File: src/rtl/ipmac_ram.sv
module ipmac_ram #(
  parameter int WIDTH = 8,
  parameter int DEPTH = 16
) (
  input  logic                     clk,
  input  logic                     we,
  input  logic [$clog2(DEPTH)-1:0] waddr,
  input  logic [WIDTH-1:0]         wdata,
  input  logic [$clog2(DEPTH)-1:0] raddr,
  output logic [WIDTH-1:0]         rdata
);

  logic [WIDTH-1:0] mem [DEPTH];

  always_ff @(posedge clk) begin
    if (we) begin
      mem[waddr] <= wdata;
    end
    rdata <= mem[raddr];
  end

endmodule

File: config.mk
export PLATFORM = sky130hd
export DESIGN_NAME = ipmac_ram
export DESIGN_NICKNAME = d
export VERILOG_FILES = /design/src/rtl/ipmac_ram.sv
export SDC_FILE = /design/constraint.sdc
export NUM_CORES = 1
export LEC_CHECK = 0
export BUFFER_PORTS_ARGS = -buffer_cell sky130_fd_sc_hd__buf_4
export CORE_ASPECT_RATIO = 0.6
export CORE_MARGIN = 2
export CORE_UTILIZATION = 50
export DETAILED_ROUTE_END_ITERATION = 12
export PLACE_DENSITY_LB_ADDON = 0.3
export SYNTH_ARGS = -nofsm -noshare
export SYNTH_HDL_FRONTEND = slang
export SYNTH_SLANG_ARGS = --single-unit
File: constraint.sdc
create_clock -name clk -period 2.1 [get_ports clk]
set_input_delay 0.21 -clock clk [delete_from_list [all_inputs] [get_ports clk]]
set_output_delay 0.21 -clock clk [all_outputs]
set_load 0.005 [all_outputs]
# --- Yosys cells after proc, flatten, opt, wreduce, memory -nomap -nowiden ---
# Memories as Yosys holds them, arrays and structs flattened. A register that Yosys moved wholly into a read port is not among the register bits.
# Index checks and enable logic that the tools add are counted.
op_classes:
  mux: 2
ops:
  columns: ["op", "count"]
  rows:
  - ["$mux 1", 2]
word_totals:
  mem_bits_rw: 128
  word_cells: 3
  inputBits: 18
  output_inout_bits: 8
  memories: 1
  regBits: 0
memory_table:
  columns: ["name", "words", "word_bits", "rd", "rd_ports_with_merged_regs", "write_ports", "line_no", "rtl"]
  rows:
  - ["mem", 16, 8, 1, 1, 1, "13", "logic [WIDTH-1:0] mem [DEPTH];"]

# --- Logic depth before layout (Yosys ltp) ---
# Gate-level depths: netlist (run 1).
logic_depth:
  depth_word: 2
  mapped_depth: 5
  depth_no_buf: 3

# --- Least setup slack after synthesis (run 1) ---
# Ideal clock, no wire load.
synth_timing:
  path_type: "input -> register"
  from: "input waddr[2]"
  to: "memory mem[0][0], enable pin"
  t_arrival_ns: 1.320
  setup_slack_ns: 0.397
  path_buffers: 0
  required_ns: 1.717
  stages: 2
  setup_time_ns: 0.383
  cell_sequence: "or3b_2 -> nor3_1"
synth_lines:
  columns: ["item", "line_no", "rtl"]
  rows:
  - ["from (decl)", "7", "input logic [$clog2(DEPTH)-1:0] waddr,"]
  - ["to (decl)", "13", null]
# Straight into the memory's write port.

==> results.cfg, run 1 <==
[run_status]
outcome = finished clean

[drt]
drtPass1Iterations = 4
drt_iter0_drc = 296
drc_errors = 0
antenna_left = 0
vias = 2490
wl_per_cell_um = 23.8
wl_um = 10300
via_per_inst = 5.78

[worst_setup_path]
end_kind = flop
startpoint_type = primary input
critPathMaxStageDelay_ps = 570
reg2regPathDepth = 3
cp_num_buf_inv = 2
cpLargestDelayFamily = multiplexers
crit_slowest_cell = mux4_1
crit_type = in -> reg
worst_ep_required_time_ps = 2390
path_cells = buf_4 -> buf_12 -> mux4_1 -> a22oi_1 -> nand2_1
reg2reg_to = rdata[4]
reg2reg_slack_ps = 670
cp.arrival_ps = 1720
worstPathMaxFanout = 19
timing.rr.start = mem[1][4]

[clocking]
cts-buffers-inserted = 17
path_clk_slew_ps = 60
cts.sink_count = 136
cts_root_buffer = clkbuf_16
cts_resized = 0
hold_buffers = 0
h-tree-depth = 4
cts_tree = done
cts_setup_buffers = 0
cts.path.max_buffers = 2
clk_latency_ps = 410

[sta]
setup_viol = 0
fin_ws_ps = 664
hold_violations = 0
setup_tns_ps = 0
relSlewSlack = 0.683
tightest_slew_ps = 476
max_freq_mhz = 696
clock_skew_ps = 6.63
post-route-period-util = 0.684
rsz0062_at_grt = false
drv_slew = 0
fin_crit_ps = 1440

[synth]
syn-cell-area_sq_um = 5150
synth_xor_area_frac = 0
async_reset_ff_frac = 0
synthAdderAreaFrac = 0
ys_seq_elements = 136
synth_area_per_cell_sq_um = 22.5
synthMuxAreaShare = 0.150
ys_warn_count = 0
yosysUniqueCellTypes = 19
synth_top_family_by_area = multiplexers
yosys.area_share.simple = 0.0318
yosysSeqAreaShare = 0.778
synth-compound-area-share = 0.0233
ys.flop_type = edfxtp_1
syn_nets = 247
synth_edf_count = 128
synth_cells = 229

[finish]
drive_above_1_share = 0.311
diodes = 0
fin_area_sq_um = 6170
fin_nets = 301
area_growth_pct = 19.8

[power]
p_leak_nw = 2.10
vdd_drop_max_v = 0.000775
powerDensity_nw_per_um2 = 1020
total_power_mw = 6.28

[place]
pre_cts_ws_ps = 269
port_buffers = 25
placed_cell_area_sq_um = 5580
place_congestion = 0.705
dp_hpwl_um = 6310

[die]
dieWidth_um = 135
coreArea_sq_um = 9950
die-area_sq_um = 11100
pin_count = 26
start_util = 0.517
fp.dieH_um = 82.6
rows = 28

[global_routing]
grt_pass1_vias = 2495
antenna_found_initial = 0
grt_use_total = 0.208
grt_overflow = 0
grt_max_degree = 33
grt_pass1_wl_um = 15600

[worst_hold_path]
hold_class = in -> reg
hold_start = wdata[3]
min_to = mem[1][3]
hold_path_depth = 1

[flow_run]
max-cap-violations = 0
==> where the power goes <==
group          internal (mW)  switching, mW  total, mW  leakage, nW
Clock                   1.85           1.08       2.93        0.270
Combinational          0.139          0.160      0.299        0.601
Sequential              3.04         0.0181       3.05         1.22
==> how the worst max path moves through the flow <==
| stage | startpoint | endpoint | cells after the start |
|---|---|---|---|
| after global routing | raddr[0] | rdata[1] | 5 |
| after floorplan | waddr[2] | mem[0][0] | 2 |
| after detailed placement | raddr[0] | rdata[1] | 5 |
| after global placement | raddr[0] | rdata[7] | 5 |
| after CTS | raddr[0] | rdata[1] | 5 |
| final | raddr[0] | rdata[1] | 5 |
==> cell usage after synthesis, types with 2 or more instances <==
cell,instances,area share
nand2_1,9,0.0066
buf_6,3,0.0066
a22oi_1,16,0.023
dfxtp_1,8,0.031
nand3b_1,2,0.0029
nor2_1,13,0.0095
mux4_1,14,0.071
clkdlybuf4s25_2,3,0.0058
nor3_1,4,0.0039
edfxtp_1,128,0.75
nand2b_1,2,0.0024
buf_2,3,0.0029
mux4_2,18,0.079
==> registers in the layout, indices dropped and copies added (netlist names) <==
register / cells
mem: 128
rdata: 8
==> cell usage in the layout, fill, tap and decap left out, types with 4 or more instances in the layout <==
master      instances
a22oi_1            16
buf_4              44
clkbuf_16          17
clkinvlp_4          5
dfxtp_1             8
edfxtp_1          128
mux4_1             14
mux4_2             18
nand2_1             9
nor2_1             13
nor3_1              4
==> metal layers <==
metal / wire length, um / track usage
met4: 67 / 0.0781
met2: 4390 / 0.284
met5: 0 / 0
met1: 4630 / 0.325
met3: 1160 / 0.0525
==> stage by stage <==
step	instances	util	hold WS (ps)
finish	431	0.620	106
global route	431	0.620	109
CTS	431	0.620	96.4
detailed placement	399	0.561	525
global placement	399	0.561	518
floorplan	229	-	309
==> logic make-up (layout without fill, tap and decap cells) <==
logic type,count (synthesis),in the layout
flip-flops,136,136
multiplexers,32,32
buffers and inverters,10,77
AO/OA/AOI/OAI,16,16
AND/OR/NAND/NOR,35,35
==> layout make-up <==
cell class / instances / area, sq um
flip-flops and latches: 136 / 4000
fillers: 702 / 3780
multi-input cells: 83 / 1060
clock buffers: 18 / 429
repair buffers: 45 / 350
well taps: 135 / 169
clock inverters: 14 / 158
No activity file was read; power rests on OpenSTA's default activity.
==> run 2, diff against run 1 <==
- clock period: 2.1 -> 1.23 ns (I/O delays scaled with it)
==> results.cfg, run 2 (synthesis gave the netlist of run 1 again) <==
[run_status]
outcome = finished with violations
violations = negative setup slack

[die]
die-area_sq_um = 11100
fp.dieH_um = 82.6
pin_count = 26
coreArea_sq_um = 9950
rows = 28
dieWidth_um = 135
start_util = 0.517

[finish]
area_growth_pct = 21.8
multi_input_area_sq_um = 1110
reg_top3 = mem x128, rdata x8
diodes = 0
final_common_cell = edfxtp_1
fillers = 715
layout_common_cells = 128 x edfxtp_1, 46 x buf_4, 29 x mux4_2, 17 x clkbuf_16, 11 x a22oi_2
largest_register_ffs = 128
drive_above_1_share = 0.397
final_cells = 440
top_register = mem
fin_nets = 310
seq_area_sq_um = 4000

[clocking]
cts-buffers-inserted = 17
clk_latency_ps = 410
hold_buffers = 0
h-tree-depth = 4
cts_setup_buffers = 0
cts_root_buffer = clkbuf_16
cts_tree = done
cts.sink_count = 136
path_clk_slew_ps = 50
cts.path.max_buffers = 2

[sta]
fin_crit_ps = 1250
clock_skew_ps = 6.37
holdWs_ps = 11.5
max_freq_mhz = 800
hold_violations = 0
relSlewSlack = 0.304
tightest_slew_ps = 1040
setup_viol = 5
drv_slew = 0
fin_ws_ps = -20.2
rsz0062_at_grt = true
post-route-period-util = 1.02
setup_tns_ps = -42.0

[drt]
antenna_left = 0
wl_um = 10200
vias = 2499
wl_per_cell_um = 23.2
drc_errors = 0
drt_iter0_drc = 206
via_per_inst = 5.68
drtPass1Iterations = 5

[power]
total_power_mw = 10.0
powerDensity_nw_per_um2 = 1600
vdd_drop_max_v = 0.00113
p_leak_nw = 2.09

[worst_setup_path]
cp.arrival_ps = 1550
worstPathMaxFanout = 1
worst_ep_required_time_ps = 1530
crit_type = reg -> reg
end_kind = flop
startpoint_type = flop

[worst_hold_path]
hold_class = in -> reg

[global_routing]
grt_overflow = 0
grt_pass1_vias = 2595
grt_max_degree = 18
grt_use_total = 0.207
grt_pass1_wl_um = 15600
antenna_found_initial = 0

[place]
place_congestion = 0.776
dp.cells = 408
dp_hpwl_um = 6460
port_buffers = 25

[flow_run]
max-cap-violations = 0
[run 2: power breakdown]
part	internal (mW)	switching, mW	total, mW	leakage [nW]
registers	5.19	0.0358	5.22	1.22
clock network	2.53	1.68	4.20	0.235
logic	0.290	0.293	0.583	0.637
total	8.00	2.01	10.0	2.09
[run 2: path summary, 6_finish.rpt]
kind              cells past startpoint         to  startpoint  slack, ps
setup / recovery                      3   rdata[0]   mem[5][0]        -20
hold / removal                        1  mem[7][3]    wdata[3]         10
setup reg to reg                      3   rdata[0]   mem[5][0]        -20
hold reg to reg                       3   rdata[3]  mem[14][3]        670
[run 2: what timing repair did]
item | 4_1_cts | 5_1_grt
cloned | 0 | 0
endpoints found under the setup margin | 8 | 8
pin swaps | 12 | 4
resized for setup | 19 | 3
[run 2: final cells by class]
| class | instances | share of cell area |
|---|---|---|
| clock buffer | 25 | 0.0726 |
| clock inverter | 7 | 0.00459 |
| multi-input combinational | 83 | 0.177 |
| sequential | 136 | 0.639 |
| tap | 135 | 0.0269 |
| timing repair buffer | 54 | 0.0806 |
[run 2: through the flow]
step           setup WS [ps]  instance area, sq um  utilization
2_1_floorplan          -29.5                  5190            -
3_3_place_gp            -297                  5770        0.580
3_5_place_dp            -323                  5770        0.580
4_1_cts                -41.5                  6260        0.630
5_1_grt                -87.8                  6270        0.630
6_report               -20.2                  6270        0.630
[run 2: metal layers]
metal  GRT usage  part of all wire  vias up
met5           0                 0        -
met4      0.0833             0.015        0
met3      0.0549             0.082       18
met2       0.314              0.46       92
met1       0.293              0.44     1297
li1            -                 -     1092
[run 2: worst max-delay path, stage by stage, from the launching register on]
cell and delay [ps]:
edfxtp_1 340, mux4_1 550, a22oi_2 180, nand2_1 70
